$ cat config.mk
export PLATFORM = sky130hd
export DESIGN_NAME = key_debounce_repeat_flat
export DESIGN_NICKNAME = d
export VERILOG_FILES = /design/src/hdl/kdr_pkg.sv /design/src/hdl/kdr_in_if.sv /design/src/hdl/kdr_out_if.sv /design/src/hdl/key_debounce_repeat.sv /design/src/flat_wrapper.sv
export SDC_FILE = /design/constraint.sdc
export NUM_CORES = 1
export LEC_CHECK = 0
export ABC_AREA = 1
export BUFFER_PORTS_ARGS = -buffer_cell sky130_fd_sc_hd__buf_4
export CAP_MARGIN = 10
export CORE_AREA = 4 4 113 115
export CTS_CLUSTER_DIAMETER = 150
export DETAILED_ROUTE_END_ITERATION = 6
export DIE_AREA = 0 0 117 119
export SLEW_MARGIN = 5
export SYNTH_ARGS = -nofsm -noshare
export SYNTH_HDL_FRONTEND = slang
export SYNTH_SLANG_ARGS = --single-unit
$ cat constraint.sdc
create_clock -name clk_i -period 3 [get_ports clk_i]
set_clock_uncertainty 0.1 [all_clocks]
set_input_delay 0.15 -clock clk_i [delete_from_list [all_inputs] [get_ports clk_i]]
set_output_delay 0.15 -clock clk_i [all_outputs]
set_load 0.005 [all_outputs]
$ cat src/hdl/kdr_pkg.sv
// Package for key_debounce_repeat: widths, op codes, register indexes.
// No dependencies.
`default_nettype none

package kdr_pkg;

  localparam int unsigned KeysW   = 8;
  localparam int unsigned TickW   = 8;
  localparam int unsigned OpW     = 3;
  localparam int unsigned CfgIdxW = 2;
  localparam int unsigned CfgW    = 8;

  localparam logic [KeysW-1:0] RepeatMaskRst  = KeysW'(6);
  localparam logic [TickW-1:0] RepeatStartRst = TickW'(50);
  localparam logic [TickW-1:0] RepeatNextRst  = TickW'(20);

  typedef enum logic [OpW-1:0] {
    OpTick   = 3'd0,
    OpPress  = 3'd1,
    OpRepeat = 3'd2,
    OpState  = 3'd3,
    OpShort  = 3'd4,
    OpLong   = 3'd5
  } op_e;

  typedef enum logic [CfgIdxW-1:0] {
    CfgRepeatMask  = 2'd0,
    CfgRepeatStart = 2'd1,
    CfgRepeatNext  = 2'd2
  } cfg_e;

endpackage

`default_nettype wire

$ cat src/hdl/kdr_in_if.sv
// Input channel of key_debounce_repeat: valid/ready plus op, raw_keys, query_mask.
// Depends on kdr_pkg.
`default_nettype none

interface kdr_in_if;
  logic                       valid;
  logic                       ready;
  logic [kdr_pkg::OpW-1:0]    op;
  logic [kdr_pkg::KeysW-1:0]  raw_keys;
  logic [kdr_pkg::KeysW-1:0]  query_mask;

  modport source (output valid, output op, output raw_keys, output query_mask, input ready);
  modport sink   (input valid, input op, input raw_keys, input query_mask, output ready);
endinterface

`default_nettype wire

$ cat src/hdl/kdr_out_if.sv
// Result channel of key_debounce_repeat: valid/ready plus keys.
// Depends on kdr_pkg.
`default_nettype none

interface kdr_out_if;
  logic                      valid;
  logic                      ready;
  logic [kdr_pkg::KeysW-1:0] keys;

  modport source (output valid, output keys, input ready);
  modport sink   (input valid, input keys, output ready);
endinterface

`default_nettype wire

$ cat src/hdl/key_debounce_repeat.sv
// key_debounce_repeat: key debouncer with held-key autorepeat.
// Depends on kdr_pkg, kdr_in_if, kdr_out_if.
// Usage:
//   key_in_i carries one item per handshake: op, raw_keys, query_mask. op 0 is
//   a sample tick (raw_keys active low); ops 1..5 read press, repeat, state,
//   short, long press bits for keys in query_mask; all but state also clear.
//   key_out_o returns exactly one item per input item: keys.
//   Configuration: cfg_we_i writes cfg_data_i to register cfg_idx_i
//   (0 repeat mask, 1 repeat start ticks, 2 repeat next ticks); write only
//   while no item is in flight.
// Pipeline and throughput:
//   An accepted item is held in the entry register and moves to the result
//   register once that is empty or being taken. One item per
//   cycle is sustained while key_out_o is ready.
// Reset:
//   rst_ni clears all key state and loads the register defaults (6, 50, 20).
// Stall:
//   While key_out_o is stalled the result holds; one more item is taken into
//   the entry register, then key_in_i.ready drops until the result is taken.
`default_nettype none

module key_debounce_repeat (
  input  wire logic                          clk_i,
  input  wire logic                          rst_ni,
  kdr_in_if.sink                             key_in_i,
  kdr_out_if.source                          key_out_o,
  input  wire logic                          cfg_we_i,
  input  wire logic [kdr_pkg::CfgIdxW-1:0]   cfg_idx_i,
  input  wire logic [kdr_pkg::CfgW-1:0]      cfg_data_i
);

  localparam int unsigned KW = kdr_pkg::KeysW;
  localparam int unsigned TW = kdr_pkg::TickW;

  // configuration
  logic [KW-1:0] rep_mask_q;
  logic [TW-1:0] rep_start_q, rep_next_q;

  // key state
  logic [KW-1:0] deb_q, deb_d;
  logic [KW-1:0] press_q, press_d;
  logic [KW-1:0] rep_q, rep_d;
  logic [KW-1:0] cnt_lo_q, cnt_lo_d;
  logic [KW-1:0] cnt_hi_q, cnt_hi_d;
  logic [TW-1:0] cdown_q, cdown_d;

  // entry register
  logic                   in_vld_q;
  logic [kdr_pkg::OpW-1:0] op_q;
  logic [KW-1:0]          raw_q, sel_q;

  // result register
  logic          out_vld_q;
  logic [KW-1:0] keys_q, keys_d;

  logic advance;
  logic in_acc;

  // tick intermediates
  logic [KW-1:0] chg, tgl, held;
  logic [TW-1:0] cd_load, cd_dec;
  // query intermediates
  logic [KW-1:0] r_rep, r_press, sel_short;

  assign advance        = in_vld_q && (!out_vld_q || key_out_o.ready);
  assign key_in_i.ready = !in_vld_q || advance;
  assign in_acc         = key_in_i.valid && key_in_i.ready;

  assign key_out_o.valid = out_vld_q;
  assign key_out_o.keys  = keys_q;

  always_comb begin
    chg       = deb_q ^ ~raw_q;
    cnt_lo_d  = ~(cnt_lo_q & chg);
    cnt_hi_d  = cnt_lo_d ^ (cnt_hi_q & chg);
    tgl       = chg & cnt_lo_d & cnt_hi_d;
    held      = (deb_q ^ tgl) & rep_mask_q;
    cd_load   = (held == '0) ? rep_start_q : cdown_q;
    cd_dec    = cd_load - TW'(1);
    sel_short = sel_q & ~deb_q;
    r_rep     = sel_q & rep_q;
    r_press   = '0;

    deb_d   = deb_q;
    press_d = press_q;
    rep_d   = rep_q;
    cdown_d = cdown_q;
    keys_d  = '0;

    unique case (kdr_pkg::op_e'(op_q))
      kdr_pkg::OpTick: begin
        deb_d   = deb_q ^ tgl;
        press_d = press_q | (deb_d & tgl);
        if (cd_dec == '0) begin
          cdown_d = rep_next_q;
          rep_d   = rep_q | held;
        end else begin
          cdown_d = cd_dec;
        end
        keys_d  = deb_d;
      end
      kdr_pkg::OpPress: begin
        r_press = sel_q & press_q;
        press_d = press_q ^ r_press;
        keys_d  = r_press;
      end
      kdr_pkg::OpRepeat: begin
        rep_d  = rep_q ^ r_rep;
        keys_d = r_rep;
      end
      kdr_pkg::OpState: begin
        keys_d = sel_q & deb_q;
      end
      kdr_pkg::OpShort: begin
        r_press = sel_short & press_q;
        press_d = press_q ^ r_press;
        keys_d  = r_press;
      end
      kdr_pkg::OpLong: begin
        rep_d   = rep_q ^ r_rep;
        r_press = r_rep & press_q;
        press_d = press_q ^ r_press;
        keys_d  = r_press;
      end
      default: begin
        keys_d = '0;
      end
    endcase
  end

  // configuration registers
  always_ff @(posedge clk_i or negedge rst_ni) begin
    if (!rst_ni) begin
      rep_mask_q  <= kdr_pkg::RepeatMaskRst;
      rep_start_q <= kdr_pkg::RepeatStartRst;
      rep_next_q  <= kdr_pkg::RepeatNextRst;
    end else if (cfg_we_i) begin
      unique case (kdr_pkg::cfg_e'(cfg_idx_i))
        kdr_pkg::CfgRepeatMask:  rep_mask_q  <= cfg_data_i[KW-1:0];
        kdr_pkg::CfgRepeatStart: rep_start_q <= cfg_data_i[TW-1:0];
        kdr_pkg::CfgRepeatNext:  rep_next_q  <= cfg_data_i[TW-1:0];
        default: ;
      endcase
    end
  end

  // key state, updated as an item moves to the result register
  always_ff @(posedge clk_i or negedge rst_ni) begin
    if (!rst_ni) begin
      deb_q    <= '0;
      press_q  <= '0;
      rep_q    <= '0;
      cnt_lo_q <= '0;
      cnt_hi_q <= '0;
      cdown_q  <= '0;
    end else if (advance) begin
      deb_q   <= deb_d;
      press_q <= press_d;
      rep_q   <= rep_d;
      cdown_q <= cdown_d;
      if (kdr_pkg::op_e'(op_q) == kdr_pkg::OpTick) begin
        cnt_lo_q <= cnt_lo_d;
        cnt_hi_q <= cnt_hi_d;
      end
    end
  end

  // handshake control
  always_ff @(posedge clk_i or negedge rst_ni) begin
    if (!rst_ni) begin
      in_vld_q  <= 1'b0;
      out_vld_q <= 1'b0;
    end else begin
      if (in_acc) begin
        in_vld_q <= 1'b1;
      end else if (advance) begin
        in_vld_q <= 1'b0;
      end
      if (advance) begin
        out_vld_q <= 1'b1;
      end else if (key_out_o.ready) begin
        out_vld_q <= 1'b0;
      end
    end
  end

  // payload
  always_ff @(posedge clk_i) begin
    if (in_acc) begin
      op_q  <= key_in_i.op;
      raw_q <= key_in_i.raw_keys;
      sel_q <= key_in_i.query_mask;
    end
    if (advance) begin
      keys_q <= keys_d;
    end
  end

endmodule

`default_nettype wire

$ cat src/flat_wrapper.sv
// flat-port wrapper written by rule: the top's interface ports become plain ports
module key_debounce_repeat_flat 
  (clk_i, rst_ni, cfg_we_i, cfg_idx_i, cfg_data_i, key_in_i_valid, key_in_i_op, key_in_i_raw_keys, key_in_i_query_mask, key_in_i_ready, key_out_o_valid, key_out_o_keys, key_out_o_ready);
  kdr_in_if key_in_i_i ();
  kdr_out_if key_out_o_i ();
  input  wire logic clk_i;
  input  wire logic rst_ni;
  input  wire logic cfg_we_i;
  input  wire logic [kdr_pkg::CfgIdxW-1:0] cfg_idx_i;
  input  wire logic [kdr_pkg::CfgW-1:0] cfg_data_i;
  input wire logic [$bits(key_in_i_i.valid)-1:0] key_in_i_valid;
  input wire logic [$bits(key_in_i_i.op)-1:0] key_in_i_op;
  input wire logic [$bits(key_in_i_i.raw_keys)-1:0] key_in_i_raw_keys;
  input wire logic [$bits(key_in_i_i.query_mask)-1:0] key_in_i_query_mask;
  output wire logic [$bits(key_in_i_i.ready)-1:0] key_in_i_ready;
  output wire logic [$bits(key_out_o_i.valid)-1:0] key_out_o_valid;
  output wire logic [$bits(key_out_o_i.keys)-1:0] key_out_o_keys;
  input wire logic [$bits(key_out_o_i.ready)-1:0] key_out_o_ready;
  assign key_in_i_i.valid = key_in_i_valid;
  assign key_in_i_i.op = key_in_i_op;
  assign key_in_i_i.raw_keys = key_in_i_raw_keys;
  assign key_in_i_i.query_mask = key_in_i_query_mask;
  assign key_in_i_ready = key_in_i_i.ready;
  assign key_out_o_valid = key_out_o_i.valid;
  assign key_out_o_keys = key_out_o_i.keys;
  assign key_out_o_i.ready = key_out_o_ready;
  key_debounce_repeat u_core (.clk_i(clk_i), .rst_ni(rst_ni), .key_in_i(key_in_i_i), .key_out_o(key_out_o_i), .cfg_we_i(cfg_we_i), .cfg_idx_i(cfg_idx_i), .cfg_data_i(cfg_data_i));
endmodule
==> summary.txt, run 1 <==
LOGIC SYNTHESIS
--------------------------------------------------------------------------------------
Number of different library cells in the post-synthesis netlist .........           38
Seq/Total Area, Yosys ...................................................        51.1%
Post-synthesis cell count ...............................................          595
Combined area of all synthesized cells ..................................    5220 um^2
Number of nets in the synthesized netlist ...............................          639
Flops & latches, synth ..................................................          101
Syn_area_per_cell .......................................................    8.78 um^2
Total of warnings raised by yosys .......................................            0

ROUTING
--------------------------------------------------------------------------------------
Via count ...............................................................         4505
Detailed-route DRC error count ..........................................            0
Total detailed-routing wirelength .......................................     13700 um
Ratio of routed vias to standard cells ..................................         5.21
TritonRoute pass-1 iters ................................................            5
Post-route ant nets .....................................................            0
DRT iter0 DRCs ..........................................................          300
Average routed wire per standard cell ...................................      15.9 um

GLOBAL ROUTING
--------------------------------------------------------------------------------------
Total routing resource utilization after global routing .................        20.5%
Initial antenna violation count .........................................            0
Number of global-route vias before repair ...............................         4229
Grt ovf .................................................................            0
Global-route wire length before repair ..................................     21900 um
Pin count of the biggest net entering global routing ....................           75

FINISH
--------------------------------------------------------------------------------------
Area of the multi-input gates ...........................................    2400 um^2
Register Area ...........................................................    2670 um^2
Fin nets ................................................................          757
Ant. Diodes .............................................................            0
Proportion of layout cells with a drive suffix above 1 ..................        26.3%
Final Util ..............................................................        57.6%
Final Cell Area .........................................................    6810 um^2
Area Growth Syn to Fin ..................................................        30.3%
Filler Cells Inserted ...................................................         1028

CLOCK TREE
--------------------------------------------------------------------------------------
Worst skew pair latency .................................................      0.36 ns
Clk pin slew, worst setup/hold paths ....................................      0.07 ns
Clock sinks .............................................................          101
TritonCTS clock tree ....................................................         done
Max clock buf depth .....................................................            2
Root Driver ............................................................. sky130_fd_sc_hd__clkbuf_16
Number of buffers added by the clock tree synthesis step ................            9
CTS H-tree lvls .........................................................            3

JOB
--------------------------------------------------------------------------------------
Max-cap violation count .................................................            0

PLACED DESIGN
--------------------------------------------------------------------------------------
Placer congestion estimate ..............................................        0.860
Placed cell areas .......................................................    5940 um^2
Number of I/O port buffers ..............................................           43
Hpwl dp .................................................................      9350 um

SETUP PATH
--------------------------------------------------------------------------------------
Library cell contributing the largest single delay on the critical path . sky130_fd_sc_hd__dfrtp_1
Buf+Inv Stages, Crit Path ...............................................            1
Cell family with most CP delay .......................................... simple AND/OR/NAND/NOR gates
Critical Path End Type ..................................................    flip-flop
CP Class ................................................................   reg -> reg
Maximum fanout along the worst path .....................................            8
Critical Path AT ........................................................      3.17 ns
Sort of element at the start of the critical path .......................    flip-flop
Required arrival time at the worst endpoint .............................      3.15 ns
Critical Path, Cell by Cell ............................................. xnor2_2 -> nand2_1 -> nor2_1 -> ha_1 -> inv_2 -> nand2_4 -> nand2_4 -> nor2_8 -> nand2_4 -> nand2_2 -> nand2_2 -> ha_4 -> nand3_4 -> o21ai_2 -> nand3_2 -> nor2_4 -> nand3_4 -> nand2_8 -> nand2_8 -> nand2_1 -> nand2_1
Maximum cell stage delay along the critical path ........................      0.42 ns

FLOORPLAN
--------------------------------------------------------------------------------------
Die boundary width ......................................................       117 um
Core ar. ................................................................   11800 um^2
Starting Density ........................................................        44.2%
Number of rows in the core area .........................................           40
Area of the die .........................................................   13900 um^2
Number of ports placed on the die boundary ..............................           44
Overall die height ......................................................       119 um

STA
--------------------------------------------------------------------------------------
Post-layout min period ..................................................      3.02 ns
Worst Setup Slack, final ................................................   -0.0249 ns
Setup repair after global routing missed its margin .....................          yes
Worst rel slew slack ....................................................        34.6%
Count of pins over their slew limit .....................................            0
Final worst-path cycle share ............................................         101%
Hold violation count in the final report ................................            0
Final setup TNS .........................................................    -0.166 ns
Measured slew at the worst slew-check pin ...............................     0.981 ns
Total setup violations reported at the end of the flow ..................           11
Maximum clock frequency .................................................      331 MHz

STATUS
--------------------------------------------------------------------------------------
Status .................................................................. finished with violations
Violated checks ......................................................... negative setup slack

MIN PATH
--------------------------------------------------------------------------------------
Type of the worst min-delay path ........................................    in -> reg

POWER
--------------------------------------------------------------------------------------
Power per cell area .....................................................  953 nW/um^2
Worst supply voltage drop on vdd ........................................   0.000363 V
Leak Pwr ................................................................   0.00317 uW

==> through the flow <==
step,power [uW],cells,setup WS (ns),hold slack (ns)
5_1_grt,6930,865,-0.188,0.0103
6_report,6480,865,-0.0249,0.00650
4_1_cts,6130,857,0.000250,0.00778
3_3_place_gp,4740,807,-0.0256,0.228
2_1_floorplan,3830,595,0.144,-0.246
3_5_place_dp,4780,807,-0.133,0.230
==> cell type report <==
type	instances	share of cell area (%)
inverters	86	4.74
well taps	147	2.70
clock buffers	11	3.42
multi-input cells	399	35.2
clock inverters	5	0.607
flip-flops and latches	101	39.3
repair buffers	116	14.1
==> cell families after synthesis <==
kind of cell | Yosys count | synth area share [%]
AO/OA/AOI/OAI | 114 | 13.2
XOR/XNOR | 8 | 1.34
adder cells (fa/ha/maj) | 10 | 2.40
buffers and inverters | 96 | 7.07
flip-flops | 101 | 51.1
AND/OR/NAND/NOR | 266 | 24.8
==> power by group <==
part / switching (uW) / internal, uW
Clock: 546 / 574
Sequential: 293 / 1790
Combinational: 1830 / 1460
==> Yosys cell counts <==
| library cell | number | area [um^2] |
|---|---|---|
| sky130_fd_sc_hd__o221ai_1 | 5 | 43.8 |
| sky130_fd_sc_hd__nor2_2 | 1 | 6.26 |
| sky130_fd_sc_hd__nand3_4 | 1 | 17.5 |
| sky130_fd_sc_hd__o31ai_1 | 1 | 7.51 |
| sky130_fd_sc_hd__clkinv_1 | 2 | 7.51 |
| sky130_fd_sc_hd__nand2_2 | 15 | 93.8 |
| sky130_fd_sc_hd__nand3_1 | 32 | 160 |
| sky130_fd_sc_hd__a41oi_1 | 3 | 26.3 |
| sky130_fd_sc_hd__inv_2 | 9 | 33.8 |
| sky130_fd_sc_hd__nor3_1 | 16 | 80.1 |
| sky130_fd_sc_hd__a31oi_1 | 1 | 6.26 |
| sky130_fd_sc_hd__o21bai_1 | 2 | 15.0 |
| sky130_fd_sc_hd__nor2_8 | 3 | 60.1 |
| sky130_fd_sc_hd__buf_6 | 1 | 11.3 |
| sky130_fd_sc_hd__a21oi_1 | 33 | 165 |
| sky130_fd_sc_hd__o32ai_1 | 4 | 35.0 |
| sky130_fd_sc_hd__nand2_1 | 130 | 488 |
| sky130_fd_sc_hd__nand4_1 | 10 | 62.6 |
| sky130_fd_sc_hd__ha_1 | 10 | 125 |
| sky130_fd_sc_hd__dfrtp_1 | 67 | 1680 |
| sky130_fd_sc_hd__xnor2_1 | 8 | 70.1 |
| sky130_fd_sc_hd__o21ai_2 | 3 | 26.3 |
| sky130_fd_sc_hd__clkbuf_1 | 8 | 30.0 |
| sky130_fd_sc_hd__a22oi_1 | 1 | 7.51 |
| sky130_fd_sc_hd__nand2_4 | 7 | 78.8 |
| sky130_fd_sc_hd__edfxtp_1 | 27 | 811 |
| sky130_fd_sc_hd__nand3_2 | 3 | 30.0 |
| sky130_fd_sc_hd__nor2_1 | 40 | 150 |
| sky130_fd_sc_hd__o21ai_4 | 1 | 16.3 |
| sky130_fd_sc_hd__nor2_4 | 2 | 22.5 |
| sky130_fd_sc_hd__buf_2 | 1 | 5.00 |
| sky130_fd_sc_hd__inv_1 | 75 | 282 |
| sky130_fd_sc_hd__nor3_2 | 1 | 10.0 |
| sky130_fd_sc_hd__nand3b_1 | 5 | 37.5 |
| sky130_fd_sc_hd__o21ai_0 | 49 | 245 |
| sky130_fd_sc_hd__a22o_1 | 7 | 61.3 |
| sky130_fd_sc_hd__a311oi_1 | 4 | 35.0 |
| sky130_fd_sc_hd__dfstp_2 | 7 | 184 |
==> worst register-to-register path, stage by stage (launching register included) <==
cell	delay (ns)
sky130_fd_sc_hd__dfrtp_1	0.42
sky130_fd_sc_hd__xnor2_2	0.20
sky130_fd_sc_hd__nand2_1	0.10
sky130_fd_sc_hd__nor2_1	0.13
sky130_fd_sc_hd__ha_1	0.28
sky130_fd_sc_hd__inv_2	0.10
sky130_fd_sc_hd__nand2_4	0.07
sky130_fd_sc_hd__nand2_4	0.09
sky130_fd_sc_hd__nor2_8	0.05
sky130_fd_sc_hd__nand2_4	0.09
sky130_fd_sc_hd__nand2_2	0.06
sky130_fd_sc_hd__nand2_2	0.09
sky130_fd_sc_hd__ha_4	0.15
sky130_fd_sc_hd__nand3_4	0.08
sky130_fd_sc_hd__o21ai_2	0.18
sky130_fd_sc_hd__nand3_2	0.11
sky130_fd_sc_hd__nor2_4	0.16
sky130_fd_sc_hd__nand3_4	0.15
sky130_fd_sc_hd__nand2_8	0.12
sky130_fd_sc_hd__nand2_8	0.07
sky130_fd_sc_hd__nand2_1	0.08
sky130_fd_sc_hd__nand2_1	0.04
==> placed cells by master, fill, tap and decap left out, types with 9 or more instances in the layout <==
cell type                       count
sky130_fd_sc_hd__buf_4             86
sky130_fd_sc_hd__nand2_4           12
sky130_fd_sc_hd__nand3_1           27
sky130_fd_sc_hd__nor2_1            33
sky130_fd_sc_hd__dlygate4sd3_1     28
sky130_fd_sc_hd__o21ai_0           49
sky130_fd_sc_hd__inv_1             75
sky130_fd_sc_hd__ha_1               9
sky130_fd_sc_hd__inv_2              9
sky130_fd_sc_hd__nand4_1           10
sky130_fd_sc_hd__nand2_2           21
sky130_fd_sc_hd__nor3_1            16
sky130_fd_sc_hd__dfrtp_1           67
sky130_fd_sc_hd__a21oi_1           32
sky130_fd_sc_hd__edfxtp_1          27
sky130_fd_sc_hd__clkbuf_16          9
sky130_fd_sc_hd__nand2_1          118
==> timing repair <==
action / in CTS / in global routing
hold buffers: 28 / 0
pin swaps: 14 / 35
setup endpoints to repair: 16 / 16
gates resized for setup: 14 / 30
cloned: 1 / 0
endpoints found under the hold margin: 100 / 0
buffers inserted: 5 / 8
==> final timing paths <==
| check | start | end | slack [ns] | depth (start not counted) |
|---|---|---|---|---|
| worst min-delay path | cfg_data_i[6] | u_core.rep_mask_q[6] | 0.006 | 3 |
| worst max-delay path | u_core.deb_q[7] | u_core.rep_q[0] | -0.02 | 21 |
| worst min register to register | u_core.cdown_q[1] | u_core.cdown_q[1] | 0.38 | 2 |
| min in group asynchronous | rst_ni | u_core.cnt_hi_q[1] | 0.37 | 2 |
| max in group asynchronous | rst_ni | u_core.rep_next_q[5] | 1.77 | 2 |
| worst max register to register | u_core.deb_q[7] | u_core.rep_q[0] | -0.02 | 21 |
==> state kept, by name (all words and copies together) (netlist names) <==
| register | cells |
|---|---|
| u_core.press_q | 8 |
| u_core.deb_q | 8 |
| u_core.cnt_hi_q | 8 |
| u_core.sel_q | 8 |
| u_core.key_out_o.valid | 1 |
| u_core.rep_next_q | 8 |
| u_core.in_vld_q | 1 |
| u_core.op_q | 3 |
| u_core.rep_q | 8 |
| u_core.rep_mask_q | 8 |
| u_core.key_out_o.keys | 8 |
| u_core.rep_start_q | 8 |
| u_core.raw_q | 8 |
| u_core.cdown_q | 8 |
| u_core.cnt_lo_q | 8 |
==> routing by layer <==
layer / vias to the layer above / global-route usage (%) / wire length [um]
met5: - / 0 / 0
met4: 0 / 5.09 / 159
met3: 13 / 5.54 / 763
met2: 116 / 31.0 / 6280
met1: 2144 / 29.3 / 6540
li1: 2232 / - / -
(Power assumes the default switching activity.)
==> inputs of run 2 (changes only) <==
--- a/config.mk
+++ b/config.mk
@@ -5,13 +5,14 @@
 export SDC_FILE = /design/constraint.sdc
 export NUM_CORES = 1
 export LEC_CHECK = 0
-export ABC_AREA = 1
+export ABC_AREA = 0
 export BUFFER_PORTS_ARGS = -buffer_cell sky130_fd_sc_hd__buf_4
 export CAP_MARGIN = 10
-export CORE_AREA = 4 4 113 115
+export CORE_AREA = 2 2 103 105
 export CTS_CLUSTER_DIAMETER = 150
 export DETAILED_ROUTE_END_ITERATION = 6
-export DIE_AREA = 0 0 117 119
+export DIE_AREA = 0 0 105 107
+export PLACE_DENSITY = 0.72
 export SLEW_MARGIN = 5
 export SYNTH_ARGS = -nofsm -noshare
 export SYNTH_HDL_FRONTEND = slang
==> run 2 against run 1 <==
Net effect: the run still ends with negative setup slack left; design area rose by 1.9%; routed wire length fell by 8.1%; area after synthesis fell by 2.6%; via count fell by 5.9%; worst setup slack got worse by 0.82 ns; fmax fell by 21%; combinational power fell by 27%; hold slack improved by 0.19 ns; final cell count fell by 12%; critical path depth fell by 6; synthesized cell count fell by 20%; clock power fell by 26%; critical endpoint is now u_core.rep_q[2]; largest cell class unchanged; largest power group unchanged.
==> summary.txt, run 2 <==
STATUS
------------------------------------------------------------------------------
Status .......................................................... finished with violations
Violated checks ................................................. negative setup slack

FINISH
------------------------------------------------------------------------------
Most common cell after layout, fill and taps aside .............. sky130_fd_sc_hd__buf_4
Ant. Diodes .....................................................            0
Proportion of layout cells with a drive suffix above 1 ..........        36.0%
Final Util ......................................................        68.7%
Top library cells by usage in the layout, fill and taps aside ... sky130_fd_sc_hd__buf_4, sky130_fd_sc_hd__dfrtp_1, sky130_fd_sc_hd__nor2_1
Final Cell Area .................................................    6940 um^2
Number of standard cells in the final layout excluding fillers ..          763
Fin nets ........................................................          666
Area Growth Syn to Fin ..........................................        36.3%
Filler Cells Inserted ...........................................          782

GLOBAL ROUTING
------------------------------------------------------------------------------
Met3 usage ......................................................        5.47%
Initial antenna violation count .................................            0
Met2 Usage GRT ..................................................        37.9%
Global-route wire length before repair ..........................     20700 um
GR met1 Demand/Resource .........................................        31.3%
Pin count of the biggest net entering global routing ............           75
Number of global-route vias before repair .......................         4193
Total routing resource utilization after global routing .........        23.6%
Highest-utilization routing layer at the global route stage .....         met2
Grt ovf .........................................................            0

JOB
------------------------------------------------------------------------------
Max-cap violation count .........................................            0

PLACED DESIGN
------------------------------------------------------------------------------
Placed cell areas ...............................................    6070 um^2
# placed instances ..............................................          704
Hpwl dp .........................................................      8560 um
Number of I/O port buffers ......................................           43
Placer congestion estimate ......................................        0.849

STA
------------------------------------------------------------------------------
Total setup violations reported at the end of the flow ..........           16
Measured slew at the worst slew-check pin .......................     0.974 ns
Final worst-path cycle share ....................................         128%
Hold violation count in the final report ........................            0
Worst rel slew slack ............................................        35.1%
Worst hold margin ...............................................     0.194 ns
Maximum clock frequency .........................................      260 MHz
Worst Setup Slack, final ........................................    -0.845 ns
Post-layout min period ..........................................      3.85 ns
Setup repair after global routing missed its margin .............          yes
Count of pins over their slew limit .............................            0

SETUP PATH
------------------------------------------------------------------------------
Sort of element at the start of the critical path ...............    flip-flop
Maximum fanout along the worst path .............................            8
Required arrival time at the worst endpoint .....................      3.16 ns
Critical Path AT ................................................      4.01 ns
CP Class ........................................................   reg -> reg
Critical Path End Type ..........................................    flip-flop

LOGIC SYNTHESIS
------------------------------------------------------------------------------
Combined area of all synthesized cells ..........................    5090 um^2
Seq/Total Area, Yosys ...........................................        52.5%
Most used standard cells in the synthesized netlist ............. sky130_fd_sc_hd__dfrtp_1, sky130_fd_sc_hd__nor2_1, sky130_fd_sc_hd__nand2_1
Post-synth ARST share ...........................................        73.3%
Most instantiated library cell after synthesis .................. sky130_fd_sc_hd__dfrtp_1
Syn_area_per_cell ...............................................    10.7 um^2
Leading post-synthesis cells by cell area ....................... sky130_fd_sc_hd__dfrtp_1, sky130_fd_sc_hd__edfxtp_1, sky130_fd_sc_hd__mux2_2
Synth Flop Type ................................................. sky130_fd_sc_hd__dfrtp_1
Flops & latches, synth ..........................................          101
Number of nets in the synthesized netlist .......................          521
Total of warnings raised by yosys ...............................            0
Number of different library cells in the post-synthesis netlist .           50
Post-synthesis cell count .......................................          477
Post-synth EDFFs ................................................           27
Share of Yosys cell area claimed by the top area cell type ......        32.9%
Cell type with the largest total area after synthesis ........... sky130_fd_sc_hd__dfrtp_1

CLOCK TREE
------------------------------------------------------------------------------
Number of buffers added by the clock tree synthesis step ........            9
Clock sinks .....................................................          101
Worst skew pair latency .........................................      0.40 ns
TritonCTS clock tree ............................................         done
Clk pin slew, worst setup/hold paths ............................      0.10 ns
CTS H-tree lvls .................................................            3
Root Driver ..................................................... sky130_fd_sc_hd__clkbuf_8
Max clock buf depth .............................................            2

ROUTING
------------------------------------------------------------------------------
TritonRoute pass-1 iters ........................................            4
Ratio of routed vias to standard cells ..........................         5.55
Post-route ant nets .............................................            0
Detailed-route DRC error count ..................................            0
Via count .......................................................         4238
Average routed wire per standard cell ...........................      16.6 um
Total detailed-routing wirelength ...............................     12600 um
DRT iter0 DRCs ..................................................          316

FLOORPLAN
------------------------------------------------------------------------------
Die boundary width ..............................................       105 um
Overall die height ..............................................       107 um
Number of ports placed on the die boundary ......................           44
Core ar. ........................................................   10100 um^2
Area of the die .................................................   11200 um^2
Starting Density ................................................        50.4%
Number of rows in the core area .................................           37

POWER
------------------------------------------------------------------------------
Leak Pwr ........................................................   0.00293 uW
Relative contribution of the clock network to total power .......        15.7%
Part of the total power dissipated in combinational logic .......        45.1%
Switching Power .................................................      1870 uW
Sequential fraction of design power .............................        39.3%
Switching portion of total power ................................        35.4%
Cell internal pwr ...............................................      3420 uW
Power per cell area .............................................  764 nW/um^2
Worst supply voltage drop on vdd ................................   0.000456 V

MIN PATH
------------------------------------------------------------------------------
Type of the worst min-delay path ................................    in -> reg

[run 2: final cells by class]
type                            count  area (um^2)  area share [%]
Inverter                           19         71.3            1.03
Clock inverter                      6         47.5           0.686
Tap cell                          136          170            2.45
Timing Repair Buffer              156         1280            18.5
Sequential cell                   101         2670            38.5
Clock buffer                       10          138            1.98
Multi-Input combinational cell    335         2560            36.9
[run 2: worst max-delay path, cell delays in order (launching register included)]
cell and delay, ns:
sky130_fd_sc_hd__edfxtp_1 0.44, sky130_fd_sc_hd__xnor2_2 0.17, sky130_fd_sc_hd__nor3b_2 0.17, sky130_fd_sc_hd__ha_1 0.33
sky130_fd_sc_hd__nor2b_1 0.09, sky130_fd_sc_hd__or4_4 0.51, sky130_fd_sc_hd__nor2_4 0.15, sky130_fd_sc_hd__mux2i_2 0.26
sky130_fd_sc_hd__ha_2 0.25, sky130_fd_sc_hd__nor3b_4 0.24, sky130_fd_sc_hd__and3b_2 0.26, sky130_fd_sc_hd__nor4_4 0.06
sky130_fd_sc_hd__a32o_2 0.32, sky130_fd_sc_hd__buf_12 0.17, sky130_fd_sc_hd__a31oi_4 0.16, sky130_fd_sc_hd__a21oi_2 0.04
[run 2: through the flow]
stage,setup TNS [ns],total power (uW),worst slack (ns)
finish,-12.74,5300,-0.845
global route,-14.93,5650,-0.976
CTS,-11.40,5080,-0.753
detailed placement,-12.16,4140,-0.820
global placement,-10.71,4040,-0.707
floorplan,-10.57,3150,-0.735
[run 2: worst paths after layout]
path,startpoint,to,slack (ns),depth (start not counted)
max in group asynchronous,rst_ni,u_core.key_out_o.valid,1.83,2
max,u_core.raw_q[6],u_core.rep_q[2],-0.85,15
min in group asynchronous,rst_ni,u_core.cdown_q[2],0.36,2
max reg2reg,u_core.raw_q[6],u_core.rep_q[2],-0.85,15
min,cfg_idx_i[1],u_core.rep_mask_q[3],0.19,4
min reg2reg,u_core.rep_next_q[5],u_core.cdown_q[5],0.41,2
[run 2: cell families after synthesis]
kind of cell / after synthesis / synth area share (%)
multiplexers: 45 / 9.54
buffers and inverters: 41 / 3.20
adder cells (fa/ha/maj): 10 / 2.46
flip-flops: 101 / 52.5
XOR/XNOR: 18 / 3.10
AND/OR/NAND/NOR: 151 / 15.1
AO/OA/AOI/OAI: 111 / 14.1
[run 2: power by group through the flow]
stage               registers, uW  logic [uW]  clock network (uW)
finish                       2080        2390                 831
detailed placement           2060        2070                   0
global placement             2040        2000                   0
global route                 2120        2610                 911
CTS                          2050        2180                 855
floorplan                    2020        1140                   0
[run 2: what timing repair did]
item | CTS | global route
endpoints found under the setup margin | 16 | 16
resized for setup | 13 | 36
buffers inserted | 3 | 9
pin swaps | 5 | 24
hold buffers | 31 | 0
hold endpoints to repair | 112 | 0
gates cloned | 0 | 0
[run 2: routing by layer]
layer / vias to the layer above / routed length, um / part of all wire, %
met5: - / 0 / 0
met4: 0 / 289 / 2.3
met3: 26 / 522 / 4.1
met2: 103 / 6090 / 48
met1: 2072 / 5720 / 45
li1: 2037 / - / -
